$ cat src/hdl/idtp_pkg.sv
// ----------------------------------------------------------------------------
// idtp_pkg
// Shared types, widths and constants of the date text parser.
// ----------------------------------------------------------------------------
package idtp_pkg;

    localparam int CH_W     = 8;
    localparam int STATUS_W = 2;
    localparam int YEAR_W   = 15;
    localparam int MONTH_W  = 4;
    localparam int DAY_W    = 5;
    localparam int DIGIT_W  = 4;

    localparam int VALUE_BITS_DEF = 32;
    localparam int MAX_DIGITS_DEF = 100;

    localparam int QUEUE_DEPTH = 2;
    localparam int YEAR_LIMIT  = 9999;
    localparam int MONTHS      = 12;

    localparam logic [CH_W-1:0] CH_ZERO  = 8'h30;
    localparam logic [CH_W-1:0] CH_NINE  = 8'h39;
    localparam logic [CH_W-1:0] CH_PLUS  = 8'h2B;
    localparam logic [CH_W-1:0] CH_MINUS = 8'h2D;
    localparam logic [CH_W-1:0] CH_SLASH = 8'h2F;

    typedef enum logic [STATUS_W-1:0] {
        ST_OK       = 2'd0,
        ST_NO_MATCH = 2'd1,
        ST_RANGE    = 2'd2
    } t_status;

    typedef enum logic [2:0] {
        TK_DIGIT,
        TK_SEP,
        TK_PLUS,
        TK_MINUS,
        TK_OTHER,
        TK_END
    } t_kind;

    typedef struct packed {
        t_kind              kind;
        logic [DIGIT_W-1:0] digit;
    } t_token;

    // Length of a common-year month; zero for codes that are not a month.
    function automatic logic [DAY_W-1:0] month_days(input logic [MONTH_W-1:0] m);
        logic [DAY_W-1:0] d;
        case (m)
            4'd1, 4'd3, 4'd5, 4'd7, 4'd8, 4'd10, 4'd12: d = 5'd31;
            4'd4, 4'd6, 4'd9, 4'd11:                    d = 5'd30;
            4'd2:                                       d = 5'd28;
            default:                                    d = 5'd0;
        endcase
        return d;
    endfunction

endpackage

$ cat src/hdl/idtp_if.sv
// ----------------------------------------------------------------------------
// idtp_in_if / idtp_out_if
// Valid/ready channels for characters in and parse results out.
// ----------------------------------------------------------------------------
interface idtp_in_if;
    logic                          valid;
    logic                          ready;
    logic [idtp_pkg::CH_W-1:0]     ch;
    logic                          end_of_text;

    modport source (output valid, ch, end_of_text, input ready);
    modport sink   (input valid, ch, end_of_text, output ready);
endinterface

interface idtp_out_if;
    logic                                valid;
    logic                                ready;
    logic [idtp_pkg::STATUS_W-1:0]       status;
    logic signed [idtp_pkg::YEAR_W-1:0]  year;
    logic [idtp_pkg::MONTH_W-1:0]        month;
    logic [idtp_pkg::DAY_W-1:0]          day;

    modport source (output valid, status, year, month, day, input ready);
    modport sink   (input valid, status, year, month, day, output ready);
endinterface

$ cat src/hdl/idtp_front.sv
// ----------------------------------------------------------------------------
// idtp_front
// Accepts character beats, classifies them into tokens and queues them.
// ----------------------------------------------------------------------------
module idtp_front (
    input  logic             i_clk,
    input  logic             i_rst_n,
    idtp_in_if.sink          i_in,
    output logic             o_tok_valid,
    output idtp_pkg::t_token o_tok,
    input  logic             i_tok_pop
);

    localparam int PTR_W = $clog2(idtp_pkg::QUEUE_DEPTH);
    localparam int CNT_W = $clog2(idtp_pkg::QUEUE_DEPTH + 1);

    idtp_pkg::t_token r_mem [idtp_pkg::QUEUE_DEPTH];
    logic [PTR_W-1:0] r_wr_ptr;
    logic [PTR_W-1:0] r_rd_ptr;
    logic [CNT_W-1:0] r_count;
    logic [CNT_W-1:0] n_count;

    idtp_pkg::t_token tok_in;
    logic             push;

    always_comb begin
        tok_in.digit = i_in.ch[idtp_pkg::DIGIT_W-1:0];
        if (i_in.end_of_text) begin
            tok_in.kind = idtp_pkg::TK_END;
        end else if (i_in.ch >= idtp_pkg::CH_ZERO && i_in.ch <= idtp_pkg::CH_NINE) begin
            tok_in.kind = idtp_pkg::TK_DIGIT;
        end else if (i_in.ch == idtp_pkg::CH_PLUS) begin
            tok_in.kind = idtp_pkg::TK_PLUS;
        end else if (i_in.ch == idtp_pkg::CH_MINUS) begin
            tok_in.kind = idtp_pkg::TK_MINUS;
        end else if (i_in.ch == idtp_pkg::CH_SLASH) begin
            tok_in.kind = idtp_pkg::TK_SEP;
        end else begin
            tok_in.kind = idtp_pkg::TK_OTHER;
        end
    end

    assign i_in.ready  = (r_count != CNT_W'(idtp_pkg::QUEUE_DEPTH));
    assign push        = i_in.valid && i_in.ready;
    assign o_tok_valid = (r_count != '0);
    assign o_tok       = r_mem[r_rd_ptr];

    always_comb begin
        n_count = r_count;
        if (push && !i_tok_pop) begin
            n_count = r_count + CNT_W'(1);
        end else if (!push && i_tok_pop) begin
            n_count = r_count - CNT_W'(1);
        end
    end

    always_ff @(posedge i_clk) begin
        if (!i_rst_n) begin
            r_wr_ptr <= '0;
            r_rd_ptr <= '0;
            r_count  <= '0;
        end else begin
            r_count <= n_count;
            if (push) begin
                r_wr_ptr <= r_wr_ptr + PTR_W'(1);
            end
            if (i_tok_pop) begin
                r_rd_ptr <= r_rd_ptr + PTR_W'(1);
            end
        end
    end

    always_ff @(posedge i_clk) begin
        if (push) begin
            r_mem[r_wr_ptr] <= tok_in;
        end
    end

endmodule

$ cat src/hdl/idtp_back.sv
// ----------------------------------------------------------------------------
// idtp_back
// Runs the date syntax machine on queued tokens, accumulates the fields and
// judges the text at the end marker into a registered result.
// ----------------------------------------------------------------------------
module idtp_back #(
    parameter int VALUE_BITS = idtp_pkg::VALUE_BITS_DEF,
    parameter int MAX_DIGITS = idtp_pkg::MAX_DIGITS_DEF
) (
    input  logic             i_clk,
    input  logic             i_rst_n,
    input  logic             i_tok_valid,
    input  idtp_pkg::t_token i_tok,
    output logic             o_tok_pop,
    idtp_out_if.source       o_res
);

    localparam int CNT_W  = $clog2(MAX_DIGITS + 1);
    localparam int PROD_W = VALUE_BITS + 4;

    typedef enum logic [2:0] {
        P_START, P_SIGNED, P_YEAR, P_EXP_MON, P_MON, P_EXP_DAY, P_DAY
    } t_phase;

    typedef enum logic [1:0] {
        F_YEAR  = 2'd0,
        F_MONTH = 2'd1,
        F_DAY   = 2'd2
    } t_field;

    t_phase                  r_phase,   n_phase;
    logic                    r_neg,     n_neg;
    logic [VALUE_BITS-1:0]   r_year,    n_year;
    logic [VALUE_BITS-1:0]   r_mon,     n_mon;
    logic [VALUE_BITS-1:0]   r_day,     n_day;
    logic [2:0]              r_ovf,     n_ovf;
    logic [CNT_W-1:0]        r_cnt,     n_cnt;
    logic                    r_failed,  n_failed;
    logic [3:0][3:0]         r_ybcd,    n_ybcd;
    logic                    r_out_valid, n_out_valid;
    idtp_pkg::t_status       r_status,  n_status;
    logic [idtp_pkg::YEAR_W-1:0]  r_oyear, n_oyear;
    logic [idtp_pkg::MONTH_W-1:0] r_omon,  n_omon;
    logic [idtp_pkg::DAY_W-1:0]   r_oday,  n_oday;

    logic                    dig_take;
    logic                    dig_first;
    t_field                  dig_field;
    logic [VALUE_BITS-1:0]   acc_sel;
    logic [PROD_W-1:0]       prod;
    logic [CNT_W-1:0]        cnt_base;

    idtp_pkg::t_status       j_status;
    logic                    div4, cent, div400, leap;
    logic [idtp_pkg::DAY_W-1:0] day_limit;
    logic                    year_sig_bad;
    logic [idtp_pkg::YEAR_W-1:0] year_out;

    // Leap rule from the last four decimal digits of the year; valid whenever
    // the year is within the four-digit range that the judge lets through.
    assign div4   = (2'({r_ybcd[1][0], 1'b0}) + r_ybcd[0][1:0]) == 2'd0;
    assign cent   = (r_ybcd[1] == 4'd0) && (r_ybcd[0] == 4'd0);
    assign div400 = cent && ((2'({r_ybcd[3][0], 1'b0}) + r_ybcd[2][1:0]) == 2'd0);
    assign leap   = (r_mon == VALUE_BITS'(2)) && ((div4 && !cent) || div400);

    assign day_limit = idtp_pkg::month_days(r_mon[idtp_pkg::MONTH_W-1:0])
                       + idtp_pkg::DAY_W'(leap);

    assign year_sig_bad = r_neg ? (r_year[VALUE_BITS-1] && (|r_year[VALUE_BITS-2:0]))
                                : r_year[VALUE_BITS-1];

    always_comb begin
        if (r_failed || r_phase != P_DAY || r_ovf != 3'b000 || year_sig_bad) begin
            j_status = idtp_pkg::ST_NO_MATCH;
        end else if (r_year == '0 || r_year > VALUE_BITS'(idtp_pkg::YEAR_LIMIT)
                     || r_mon == '0 || r_mon > VALUE_BITS'(idtp_pkg::MONTHS)
                     || r_day == '0 || r_day > VALUE_BITS'(day_limit)) begin
            j_status = idtp_pkg::ST_RANGE;
        end else begin
            j_status = idtp_pkg::ST_OK;
        end
    end

    assign year_out = r_neg ? (idtp_pkg::YEAR_W'(0) - r_year[idtp_pkg::YEAR_W-1:0])
                            : r_year[idtp_pkg::YEAR_W-1:0];

    // An end marker waits only for room in the output register.
    assign o_tok_pop = i_tok_valid
                       && (i_tok.kind != idtp_pkg::TK_END || !r_out_valid || o_res.ready);

    always_comb begin
        unique case (dig_field)
            F_MONTH: acc_sel = r_mon;
            F_DAY:   acc_sel = r_day;
            default: acc_sel = r_year;
        endcase
    end

    assign prod = (PROD_W'(acc_sel) << 3) + (PROD_W'(acc_sel) << 1)
                  + PROD_W'(i_tok.digit);
    assign cnt_base = dig_first ? '0 : r_cnt;

    always_comb begin
        n_phase     = r_phase;
        n_neg       = r_neg;
        n_year      = r_year;
        n_mon       = r_mon;
        n_day       = r_day;
        n_ovf       = r_ovf;
        n_cnt       = r_cnt;
        n_failed    = r_failed;
        n_ybcd      = r_ybcd;
        n_out_valid = r_out_valid && !o_res.ready;
        n_status    = r_status;
        n_oyear     = r_oyear;
        n_omon      = r_omon;
        n_oday      = r_oday;
        dig_take    = 1'b0;
        dig_first   = 1'b0;
        dig_field   = F_YEAR;

        if (o_tok_pop && i_tok.kind == idtp_pkg::TK_END) begin
            n_out_valid = 1'b1;
            n_status    = j_status;
            if (j_status == idtp_pkg::ST_OK) begin
                n_oyear = year_out;
                n_omon  = r_mon[idtp_pkg::MONTH_W-1:0];
                n_oday  = r_day[idtp_pkg::DAY_W-1:0];
            end else begin
                n_oyear = '0;
                n_omon  = '0;
                n_oday  = '0;
            end
            n_phase  = P_START;
            n_neg    = 1'b0;
            n_year   = '0;
            n_mon    = '0;
            n_day    = '0;
            n_ovf    = '0;
            n_cnt    = '0;
            n_failed = 1'b0;
            n_ybcd   = '0;
        end else if (o_tok_pop && !r_failed) begin
            unique case (r_phase)
                P_START: begin
                    if (i_tok.kind == idtp_pkg::TK_PLUS || i_tok.kind == idtp_pkg::TK_MINUS) begin
                        n_neg   = (i_tok.kind == idtp_pkg::TK_MINUS);
                        n_phase = P_SIGNED;
                    end else if (i_tok.kind == idtp_pkg::TK_DIGIT) begin
                        dig_take  = 1'b1;
                        dig_first = 1'b1;
                        n_phase   = P_YEAR;
                    end else begin
                        n_failed = 1'b1;
                    end
                end
                P_SIGNED, P_EXP_MON, P_EXP_DAY: begin
                    if (i_tok.kind == idtp_pkg::TK_DIGIT) begin
                        dig_take  = 1'b1;
                        dig_first = 1'b1;
                        dig_field = (r_phase == P_SIGNED)  ? F_YEAR :
                                    (r_phase == P_EXP_MON) ? F_MONTH : F_DAY;
                        n_phase   = (r_phase == P_SIGNED)  ? P_YEAR :
                                    (r_phase == P_EXP_MON) ? P_MON : P_DAY;
                    end else begin
                        n_failed = 1'b1;
                    end
                end
                P_YEAR, P_MON: begin
                    dig_field = (r_phase == P_YEAR) ? F_YEAR : F_MONTH;
                    if (i_tok.kind == idtp_pkg::TK_DIGIT) begin
                        dig_take = 1'b1;
                    end else if (i_tok.kind == idtp_pkg::TK_SEP
                                 || i_tok.kind == idtp_pkg::TK_MINUS) begin
                        n_phase = (r_phase == P_YEAR) ? P_EXP_MON : P_EXP_DAY;
                    end else begin
                        n_failed = 1'b1;
                    end
                end
                P_DAY: begin
                    dig_field = F_DAY;
                    if (i_tok.kind == idtp_pkg::TK_DIGIT) begin
                        dig_take = 1'b1;
                    end else begin
                        n_failed = 1'b1;
                    end
                end
                default: begin
                    n_failed = 1'b1;
                end
            endcase

            if (dig_take) begin
                if (cnt_base >= CNT_W'(MAX_DIGITS)) begin
                    n_failed = 1'b1;
                end else begin
                    n_cnt = cnt_base + CNT_W'(1);
                    if (dig_field == F_YEAR) begin
                        n_ybcd = {r_ybcd[2:0], i_tok.digit};
                    end
                    if (!r_ovf[dig_field]) begin
                        if (|prod[PROD_W-1:VALUE_BITS]) begin
                            n_ovf[dig_field] = 1'b1;
                        end else begin
                            unique case (dig_field)
                                F_MONTH: n_mon  = prod[VALUE_BITS-1:0];
                                F_DAY:   n_day  = prod[VALUE_BITS-1:0];
                                default: n_year = prod[VALUE_BITS-1:0];
                            endcase
                        end
                    end
                end
            end
        end
    end

    always_ff @(posedge i_clk) begin
        if (!i_rst_n) begin
            r_phase     <= P_START;
            r_neg       <= 1'b0;
            r_year      <= '0;
            r_mon       <= '0;
            r_day       <= '0;
            r_ovf       <= '0;
            r_cnt       <= '0;
            r_failed    <= 1'b0;
            r_ybcd      <= '0;
            r_out_valid <= 1'b0;
        end else begin
            r_phase     <= n_phase;
            r_neg       <= n_neg;
            r_year      <= n_year;
            r_mon       <= n_mon;
            r_day       <= n_day;
            r_ovf       <= n_ovf;
            r_cnt       <= n_cnt;
            r_failed    <= n_failed;
            r_ybcd      <= n_ybcd;
            r_out_valid <= n_out_valid;
        end
        r_status <= n_status;
        r_oyear  <= n_oyear;
        r_omon   <= n_omon;
        r_oday   <= n_oday;
    end

    assign o_res.valid  = r_out_valid;
    assign o_res.status = r_status;
    assign o_res.year   = r_oyear;
    assign o_res.month  = r_omon;
    assign o_res.day    = r_oday;

endmodule

$ cat src/hdl/iso8601_date_text_parser.sv
// ----------------------------------------------------------------------------
// iso8601_date_text_parser
// Character-stream parser for dates of the form [+|-]YYYY sep MM sep DD.
// ----------------------------------------------------------------------------
// The block takes one character beat per clock while the token queue has room,
// and returns one result beat for each end marker: ok with the signed year,
// month and day, no match, or out of range, with all fields zero unless the
// status is ok. A beat is classified and written to a two-entry token queue at
// the edge that accepts it; the back end takes one token per cycle, its
// multiply-by-ten accumulate on one field setting that pace; an end marker
// waits while the output register holds an untaken result and is then judged
// into it. The input stays ready while a result waits to be taken until the
// queue fills. After each end marker the parser is back in its reset state for
// the next text; there is no start-up sweep after reset.
module iso8601_date_text_parser #(
    parameter int VALUE_BITS = idtp_pkg::VALUE_BITS_DEF,
    parameter int MAX_DIGITS = idtp_pkg::MAX_DIGITS_DEF
) (
    input  logic       i_clk,
    input  logic       i_rst_n,
    idtp_in_if.sink    i_in,
    idtp_out_if.source o_res
);

    logic             tok_valid;
    logic             tok_pop;
    idtp_pkg::t_token tok;

    idtp_front u_front (
        .i_clk       (i_clk),
        .i_rst_n     (i_rst_n),
        .i_in        (i_in),
        .o_tok_valid (tok_valid),
        .o_tok       (tok),
        .i_tok_pop   (tok_pop)
    );

    idtp_back #(
        .VALUE_BITS (VALUE_BITS),
        .MAX_DIGITS (MAX_DIGITS)
    ) u_back (
        .i_clk       (i_clk),
        .i_rst_n     (i_rst_n),
        .i_tok_valid (tok_valid),
        .i_tok       (tok),
        .o_tok_pop   (tok_pop),
        .o_res       (o_res)
    );

endmodule

$ cat src/flat_wrapper.sv
// flat-port wrapper written by rule: the top's interface ports become plain ports
module iso8601_date_text_parser_flat 
#(
    parameter int VALUE_BITS = idtp_pkg::VALUE_BITS_DEF,
    parameter int MAX_DIGITS = idtp_pkg::MAX_DIGITS_DEF
)
  (i_clk, i_rst_n, i_in_valid, i_in_ch, i_in_end_of_text, i_in_ready, o_res_valid, o_res_status, o_res_year, o_res_month, o_res_day, o_res_ready);
  idtp_in_if i_in_i ();
  idtp_out_if o_res_i ();
  input  logic i_clk;
  input  logic i_rst_n;
  input wire logic [$bits(i_in_i.valid)-1:0] i_in_valid;
  input wire logic [$bits(i_in_i.ch)-1:0] i_in_ch;
  input wire logic [$bits(i_in_i.end_of_text)-1:0] i_in_end_of_text;
  output wire logic [$bits(i_in_i.ready)-1:0] i_in_ready;
  output wire logic [$bits(o_res_i.valid)-1:0] o_res_valid;
  output wire logic [$bits(o_res_i.status)-1:0] o_res_status;
  output wire logic [$bits(o_res_i.year)-1:0] o_res_year;
  output wire logic [$bits(o_res_i.month)-1:0] o_res_month;
  output wire logic [$bits(o_res_i.day)-1:0] o_res_day;
  input wire logic [$bits(o_res_i.ready)-1:0] o_res_ready;
  assign i_in_i.valid = i_in_valid;
  assign i_in_i.ch = i_in_ch;
  assign i_in_i.end_of_text = i_in_end_of_text;
  assign i_in_ready = i_in_i.ready;
  assign o_res_valid = o_res_i.valid;
  assign o_res_status = o_res_i.status;
  assign o_res_year = o_res_i.year;
  assign o_res_month = o_res_i.month;
  assign o_res_day = o_res_i.day;
  assign o_res_i.ready = o_res_ready;
  iso8601_date_text_parser #(.VALUE_BITS(VALUE_BITS), .MAX_DIGITS(MAX_DIGITS)) u_core (.i_clk(i_clk), .i_rst_n(i_rst_n), .i_in(i_in_i), .o_res(o_res_i));
endmodule
$ cat config.mk
export PLATFORM = sky130hd
export DESIGN_NAME = iso8601_date_text_parser_flat
export DESIGN_NICKNAME = d
export VERILOG_FILES = /design/src/hdl/idtp_pkg.sv /design/src/hdl/idtp_if.sv /design/src/hdl/idtp_front.sv /design/src/hdl/idtp_back.sv /design/src/hdl/iso8601_date_text_parser.sv /design/src/flat_wrapper.sv
export SDC_FILE = /design/constraint.sdc
export NUM_CORES = 1
export LEC_CHECK = 0
export BUFFER_PORTS_ARGS = -buffer_cell sky130_fd_sc_hd__buf_2
export CORE_MARGIN = 8
export CORE_UTILIZATION = 44
export CTS_CLUSTER_SIZE = 24
export DETAILED_ROUTE_END_ITERATION = 10
export SLEW_MARGIN = 30
export SYNTH_ARGS = -nofsm -noshare
export SYNTH_HDL_FRONTEND = slang
export SYNTH_HIERARCHICAL = 1
export SYNTH_SLANG_ARGS = --single-unit
$ cat constraint.sdc
create_clock -name i_clk -period 10.6 [get_ports i_clk]
set_input_delay 2.12 -clock i_clk [delete_from_list [all_inputs] [get_ports i_clk]]
set_output_delay 2.12 -clock i_clk [all_outputs]
set_load 0.03 [all_outputs]
# Word level (Yosys, flattened, before mapping)
# Memories as Yosys holds them, arrays and structs flattened. A register that Yosys moved wholly into a read port is not among the register bits.
# Cells that the tools add are included.
[totals]
register_bits = 153
latchBits = 0
mem_bits_rw = 14
rom_bits = 80
input_bits = 13
elab_cells = 193
mem_count = 2
[mem_list]
columns = ["memory", "words", "word_bits", "read_ports", "rd_ports_with_merged_regs", "write_ports", "line_no", "text"]
rows = [
  ["(name not given)", 16, 5, 1, 1, 0, "idtp_pkg.sv:50", "case (m)"],
  ["u_core.u_front.r_mem", 2, 7, 1, 1, 1, "idtp_front.sv:17", "idtp_pkg::t_token r_mem [idtp_pkg::QUEUE_DEPTH];"],
]
[classes]
n_addsub = 11
multipliers = 0
n_div = 0
order_cmp = 8
eq_ne = 25
shift = 0
n_mux = 57
n_bitwise = 6
n_reduce_logical = 64
[ops]
columns = ["operator", "count"]
rows = [
  ["$logic_not 32->1", 3],
  ["$pmux 32 s2", 1],
  ["$add 35x33->36", 1],
  ["$add 36x4->36", 1],
  ["$mux 3", 12],
  ["$eq 32x2->1 const B", 1],
  ["$gt 32x14->1 const B", 1],
  ["$gt 32x4->1 const B", 1],
  ["$gt 32x5->1", 1],
  ["$reduce_or 31->1", 1],
  ["$eq 8x6->1 const B", 3],
  ["$mux 2", 12],
  ["$reduce_and 6->1", 4],
  ["$mux 1", 21],
  ["$mux 15", 1],
  ["$sub 1x15->15 const A", 1],
  ["$logic_and 1x1->1", 14],
  ["$logic_or 1x1->1", 13],
  ["$eq 3x2->1 const B", 4],
  ["$eq 3x3->1 const B", 4],
  ["$ne 3x3->1 const B", 3],
  ["$pmux 3 s3", 1],
  ["$ge 8x6->1 const B", 1],
  ["$le 8x6->1 const B", 1],
  ["other kinds (35)", 65],
]

# Logic depth before layout (Yosys ltp)
# Gate-level depths: netlist of run 1.
[logic_depth]
word_depth = 18
mapped_depth = 27
ltp_nobuf = 22

# By module
# The synthesis of run 1 kept the hierarchy.
[modules_own_cells]
columns = ["mod", "n_inst", "cells_per_inst", "area_per_inst_um2"]
rows = [
  ["idtp_back", 1, 1175, 9918.3],
  ["idtp_front", 1, 56, 800.8],
]

# Worst setup path after synthesis of run 1
# No wires, ideal clock.
[synth_timing]
kind = "flip-flop to flip-flop"
start = "register (tool-made name)"
end = "register (tool-made name)"
t_arrival_ps = 5597
t_required_ps = 10477
path_slack_ps = 4879
path_stages_with_launch = 26
path_buffers = 5
period_less_slack_ps = 5721
path_cell_list = "dfxtp_1 buf_2 mux2_1 or3_1 buf_2 o21ai_0 nand2_1 inv_1 nand2b_1 ha_1 clkbuf_1 clkbuf_1 nand2_1 o21ai_0 inv_1 fa_1 fa_1 nand2b_1 a21oi_1 o21ai_0 a41oi_1 a22o_1 o221a_2 buf_2 nand3_4 mux2_1"

==> impl_metrics.env, run 1 <==
export IMPL_hold_buffers=0
export IMPL_period_needed_ns=7.33
export IMPL_synthFlopType="dfxtp_1"
export IMPL_synth_avg_cell_area_um2=8.71
export IMPL_cts_buffers=17
export IMPL_p_per_area_mw_per_mm2=140
export IMPL_cts_sinks=171
export IMPL_end_kind="register"
export IMPL_ant_nets=0
export IMPL_clk_latency_ns=0.43
export IMPL_crit_top_cell="ha_1"
export IMPL_drtIter0Drc=679
export IMPL_h_tree_depth=4
export IMPL_final_area_mm2=0.0117
export IMPL_synthArstFlopShare_pct=0
export IMPL_finalSetupTns_ns=0
export IMPL_place_area_mm2=0.0110
export IMPL_grt_pass1_vias=8306
export IMPL_cp_cell_sequence="mux2_1 > or3_1 > o21ai_0 > nand2_1 > inv_1 > nand2b_1 > inv_1 > ha_1 > buf_4 > a22oi_1 > o21ai_0 > ha_1 > ha_1 > nand4_1 > or3_1 > a21oi_1 > o2111ai_1 > a211oi_1 > a31o_1 > nand4_2 > mux2i_1"
export IMPL_max_freq_ghz=0.136
export IMPL_tightest_slew_ns=0.924
export IMPL_clockBufferDepth=2
export IMPL_max_slew_margin_pct=38.2
export IMPL_die_h_um=172
export IMPL_grt_max_degree=71
export IMPL_hold_violations=0
export IMPL_track_usage_pct=19.2
export IMPL_io_pins=41
export IMPL_slew_viol_final=0
export IMPL_synth_nets=1326
export IMPL_yosysUniqueCellTypes=76
export IMPL_drc=0
export IMPL_finalCritPeriodShare_pct=69.1
export IMPL_rsz0062_at_grt="false"
export IMPL_path_delay_family="simple AND/OR/NAND/NOR gates"
export IMPL_ir_drop_uv=90.9
export IMPL_final_common_cell="nand2_1"
export IMPL_nNetsFinal=1325
export IMPL_initial_core_util_pct=44.5
export IMPL_ys_warn_count=6
export IMPL_critical_path_required_ns=10.93
export IMPL_critical_path_max_fanout=32
export IMPL_r2r_cells=21
export IMPL_slowest_stage="nand4_2"
export IMPL_fp_dieArea_mm2=0.0296
export IMPL_max_stage_delay_ns=0.86
export IMPL_avgRoutedWirePerCell_um=17.9
export IMPL_routed_wl_um=28000
export IMPL_cp_start_kind="register"
export IMPL_finalWeightedCongestion=0.898
export IMPL_port_buffers=40
export IMPL_area_growth_pct=8.75
export IMPL_die_w_um=172
export IMPL_antenna_found_initial=0
export IMPL_setup_viol=0
export IMPL_place_hpwl_um=21200
export IMPL_yosysSeqAreaShare_pct=35.7
export IMPL_grt_remaining_overflow=0
export IMPL_cts_setup_buffers=0
export IMPL_leakage_uw=0.00511
export IMPL_firstDrtPassIters=5
export IMPL_cts_tree="yes"
export IMPL_cp_num_cells=21
export IMPL_syn_area_mm2=0.0107
export IMPL_routed_via_density=5.70
export IMPL_holdWs_ns=0.477
export IMPL_maxCapViolCount=0
export IMPL_clkTransAtPathRegs_ns=0.07
export IMPL_synthCells=1231
export IMPL_crit_buf_inv=3
export IMPL_synth_edf_count=40
export IMPL_most_common_layout_cells="nand2_1 (213), dfxtp_1 (131), mux2i_1 (111)"
export IMPL_core_region_area_mm2=0.0241
export IMPL_diodes=0
export IMPL_synth_seq_cells=171
export IMPL_via_count=8925
export IMPL_hold_path_class="reg -> reg"
export IMPL_cts_resized=0
export IMPL_min_path_cells=2
export IMPL_layout_drive_gt1_share_pct=7.96
export IMPL_clockRootBuffer="clkbuf_16"
export IMPL_grt_pass1_wl_um=44900
export IMPL_row_count=57
export IMPL_worstSetupPathType="reg -> reg"
export IMPL_status="completed"
export IMPL_arrival_ns=7.66
export IMPL_skew_ns=0.0111
-- metrics by stage --
| stage | std cells | util [%] | power, uW | worst slack, ns |
|---|---|---|---|---|
| finish | 1567 | 48.4 | 1630 | 3.27 |
| detailed placement | 1535 | 45.8 | 1010 | 3.08 |
| global route | 1567 | 48.4 | 1700 | 2.81 |
| CTS | 1567 | 48.3 | 1640 | 3.04 |
| floorplan | 1231 | - | 944 | 4.88 |
| global placement | 1535 | 45.8 | 1010 | 3.26 |
-- power by group --
part	switching [uW]	total (uW)	internal, uW
clock	260	631	371
combinational	192	271	79.2
sequential	21.4	729	707
total	473	1630	1160
-- layout make-up --
type,instances,area [um2]
multi-input cells,962,6480
well taps,324,405
clock buffers,18,429
flip-flops and latches,171,3820
clock inverters,14,169
inverters,35,131
repair buffers,43,223
fillers,2380,12400
-- kinds of logic after synthesis --
logic type | after synthesis | synth area share, %
adders and majority gates | 82 | 9.71
buffers and inverters | 98 | 4.13
AOI/OAI and AO/OA | 244 | 15.0
muxes | 121 | 11.4
xor gates and xnor gates | 36 | 2.94
DFF | 171 | 35.7
and+or+nand+nor | 479 | 21.2
-- synthesized netlist by cell type (all sizes together), types with 21 or more instances --
library cell | n | share of area (%)
inv | 35 | 1.2
dfxtp | 131 | 24
nand3 | 26 | 1.5
nor2 | 86 | 3.0
mux2i | 111 | 10
a21oi | 59 | 2.8
ha | 80 | 9.3
a22oi | 32 | 2.2
nor4 | 26 | 1.5
nand2 | 213 | 7.5
o21ai | 71 | 3.3
and3 | 22 | 1.3
clkbuf | 43 | 1.5
edfxtp | 40 | 11
nor3 | 21 | 0.98
-- worst paths after layout --
path,startpoint,to,slack [ns]
worst max-delay path,register,u_core/u_back/r_mon[6],3.27
worst min-delay path,u_core/u_back/r_cnt[1],u_core/u_back/r_cnt[1],0.48
worst max register to register,register,u_core/u_back/r_mon[6],3.27
worst min register to register,u_core/u_back/r_cnt[1],u_core/u_back/r_cnt[1],0.48
-- registers in the layout, summed over array words and instances (netlist names), 2 cells and up, named ones only --
name and cells:
u_core/u_back/o_res.year 15, u_core/u_back/r_phase 3, u_core/u_front/r_mem 14, u_core/u_back/r_year 32
u_core/u_back/r_day 32, u_core/u_front/r_count 2, u_core/u_back/r_cnt 7, u_core/u_back/o_res.day 5
u_core/u_back/r_ybcd 11, u_core/u_back/r_mon 32, u_core/u_back/r_ovf 3, u_core/u_back/o_res.month 4
u_core/u_back/o_res.status 2
-- per-layer routing --
metal  routed length, um  vias to the layer above  GRT usage (%)
met5                   0                        -              0
met4                 623                        0           6.26
met3                1500                       36           3.04
met2               12500                      243           30.3
met1               13300                     4197           26.3
li1                    -                     4449              -
-- worst register-to-register path, delay by kind of cell, from the launching register on --
family                     cells  cell delay, ns
AOI/OAI and AO/OA              7            2.18
adders and majority gates      3            0.91
buffers and inverters          3            0.62
DFF                            1            0.49
muxes                          2            0.87
and+or+nand+nor                6            2.17
No activity file was read; power rests on OpenSTA's default activity.
==> run 2, diff against run 1 <==
==> constraint.sdc (replaced) <==
create_clock -name i_clk -period 6 [get_ports i_clk]
set_input_delay 1.2 -clock i_clk [delete_from_list [all_inputs] [get_ports i_clk]]
set_output_delay 1.2 -clock i_clk [all_outputs]
set_load 0.03 [all_outputs]
==> run 2 against run 1 <==
  * Core utilization grew 2.0 points
  * Combinational power up 87%
  * Critical path depth increased by 2
  * Maximum frequency is 29% higher
  * Total power rose by 76%
  * Design area grew 4.1%
==> impl_metrics.env, run 2 (synthesis gave the netlist of run 1 again) <==
export IMPL_holdPathEnd="u_core/u_back/r_mon[30]"
export IMPL_fp_dieArea_mm2=0.0296
export IMPL_arrival_ns=6.05
export IMPL_final_common_cell="nand2_1"
export IMPL_clockBufferDepth=2
export IMPL_path_delay_family="simple AND/OR/NAND/NOR gates"
export IMPL_cp_start_kind="register"
export IMPL_diodes=0
export IMPL_power_total_uw=2880
export IMPL_place_area_mm2=0.0114
export IMPL_min_path_cells=2
export IMPL_initial_core_util_pct=44.5
export IMPL_intPower_uw=2020
export IMPL_row_count=57
export IMPL_place_hpwl_um=21500
export IMPL_period_needed_ns=5.70
export IMPL_clockRootBuffer="clkbuf_16"
export IMPL_crit_buf_inv=5
export IMPL_routed_wl_um=28600
export IMPL_leakage_uw=0.00534
export IMPL_io_pins=41
export IMPL_hold_start="u_core/u_back/r_mon[30]"
export IMPL_power_switching_uw=858
export IMPL_max_slew_margin_pct=43.5
export IMPL_end_kind="register"
export IMPL_max_stage_delay_ns=0.54
export IMPL_antenna_found_initial=0
export IMPL_routed_via_density=5.67
export IMPL_drc=0
export IMPL_reg_top3="u_core/u_back/r_day x32, u_core/u_back/r_mon x32, u_core/u_back/r_year x32"
export IMPL_worstSetupPathType="reg -> reg"
export IMPL_ir_drop_uv=177
export IMPL_layout_drive_gt1_share_pct=12.4
export IMPL_wl_met2_um=13300
export IMPL_cts_sinks=171
export IMPL_dr_max_layer_used="met4"
export IMPL_r2r_cells=23
export IMPL_drtIter0Drc=770
export IMPL_slowest_stage="or4b_4"
export IMPL_multi_input_area_mm2=0.00656
export IMPL_cts_tree="yes"
export IMPL_cts_buffers=17
export IMPL_slew_viol_final=0
export IMPL_ant_nets=0
export IMPL_via_count=9129
export IMPL_r2r_slack_ns=0.30
export IMPL_cp_cell_sequence="mux2_1 > or3_1 > o21ai_0 > nand2_1 > inv_1 > nand2b_1 > inv_1 > ha_2 > buf_6 > a22oi_1 > o21ai_1 > ha_1 > ha_1 > nand2_1 > or3_4 > or4b_4 > a31oi_1 > a211oi_1 > a31o_1 > buf_6 > nand3_4 > buf_16 > mux2i_1"
export IMPL_hold_violations=0
export IMPL_hold_path_class="reg -> reg"
export IMPL_finalWeightedCongestion=0.882
export IMPL_nNetsFinal=1368
export IMPL_timing_rr_end="u_core/u_back/r_year[1]"
export IMPL_cp_num_cells=23
export IMPL_comb_power_share_pct=17.6
export IMPL_clkTransAtPathRegs_ns=0.07
export IMPL_firstDrtPassIters=8
export IMPL_wl_met3_um=1260
export IMPL_wl_met1_um=13600
export IMPL_max_freq_ghz=0.175
export IMPL_clock_power_share_pct=37.7
export IMPL_die_h_um=172
export IMPL_p_seq_share_pct=44.7
export IMPL_most_common_layout_cells="nand2_1 (213), dfxtp_1 (130), mux2i_1 (111)"
export IMPL_finalCritPeriodShare_pct=95.0
export IMPL_grt_pass1_wl_um=45500
export IMPL_track_usage_pct=19.3
export IMPL_p_per_area_mw_per_mm2=237
export IMPL_core_region_area_mm2=0.0241
export IMPL_critical_path_max_fanout=15
export IMPL_n_fill_cell=2320
export IMPL_switching_share_pct=29.8
export IMPL_holdWs_ns=0.479
export IMPL_tightest_slew_ns=0.842
export IMPL_h_tree_depth=4
export IMPL_skew_ns=0.00957
export IMPL_grt_pass1_vias=8662
export IMPL_grt_max_degree=77
export IMPL_setup_viol=0
export IMPL_critical_path_required_ns=6.35
export IMPL_avgRoutedWirePerCell_um=17.8
export IMPL_die_w_um=172
export IMPL_grt_remaining_overflow=0
export IMPL_clk_latency_ns=0.43
export IMPL_maxCapViolCount=0
export IMPL_area_growth_pct=13.3
export IMPL_seqCellArea_mm2=0.00382
export IMPL_port_buffers=40
export IMPL_status="completed"
export IMPL_final_area_mm2=0.0121
-- run 2: changes by cell type in the layout (fill, tap and decap cells not counted), moves of 6 or more --
cell / change
o21ai_0: -22
buf_4: +32
o21ai_1: +13
o21ai_2: +9
buf_6: +6
-- run 2: worst max path at each step --
stage                                to      from
4_1_cts         u_core/u_back/r_year[1]  register
5_1_grt        u_core/u_back/r_year[29]  register
3_5_place_dp    u_core/u_back/r_day[17]  register
3_3_place_gp    u_core/u_back/r_day[23]  register
2_1_floorplan                  register  register
6_report        u_core/u_back/r_year[1]  register
-- run 2: power by group through the flow --
stage / clock network [uW] / logic (uW) / registers (uW)
after floorplan: 0 / 318 / 1350
after global placement: 0 / 501 / 1310
after detailed placement: 0 / 498 / 1310
after CTS: 1100 / 502 / 1280
after global routing: 1150 / 551 / 1290
final: 1090 / 506 / 1290
-- run 2: tightest hold or removal path: stages, from the launching register on --
cell     delay, ns
dfxtp_1       0.32
nand2_1       0.06
mux2i_1       0.05
-- run 2: per-stage QoR --
step | worst slack, ns | instances | utilization, % | TNS [ns]
4_1_cts | 0.00171 | 1605 | 49.5 | 0
3_5_place_dp | -0.127 | 1573 | 47.1 | -4.44
5_1_grt | -0.00370 | 1610 | 50.4 | -0.00384
2_1_floorplan | 0.279 | 1231 | - | 0
6_report | 0.301 | 1610 | 50.4 | 0
3_3_place_gp | -0.0398 | 1573 | 47.1 | -0.590
-- run 2: timing repair --
action                     4_1_cts  5_1_grt
buffers inserted                 0        3
setup endpoints to repair       81      102
gates resized for setup         11       46
pin swaps                        0        3
hold buffers                     0        0
cloned                           0        2
-- run 2: metal layers --
layer  track usage (%)  vias to the layer above
li1                  -                     4553
met1              26.0                     4337
met2              31.7                      214
met3              3.13                       25
met4              5.28                        0
met5                 0                        -
-- run 2: area by class of cell --
class | instances | area share, %
sequential | 171 | 31.5
timing repair buffer | 86 | 5.30
inverter | 35 | 1.08
clock inverter | 13 | 1.17
tap | 324 | 3.34
multi-input combinational | 962 | 54.0
clock buffer | 19 | 3.57
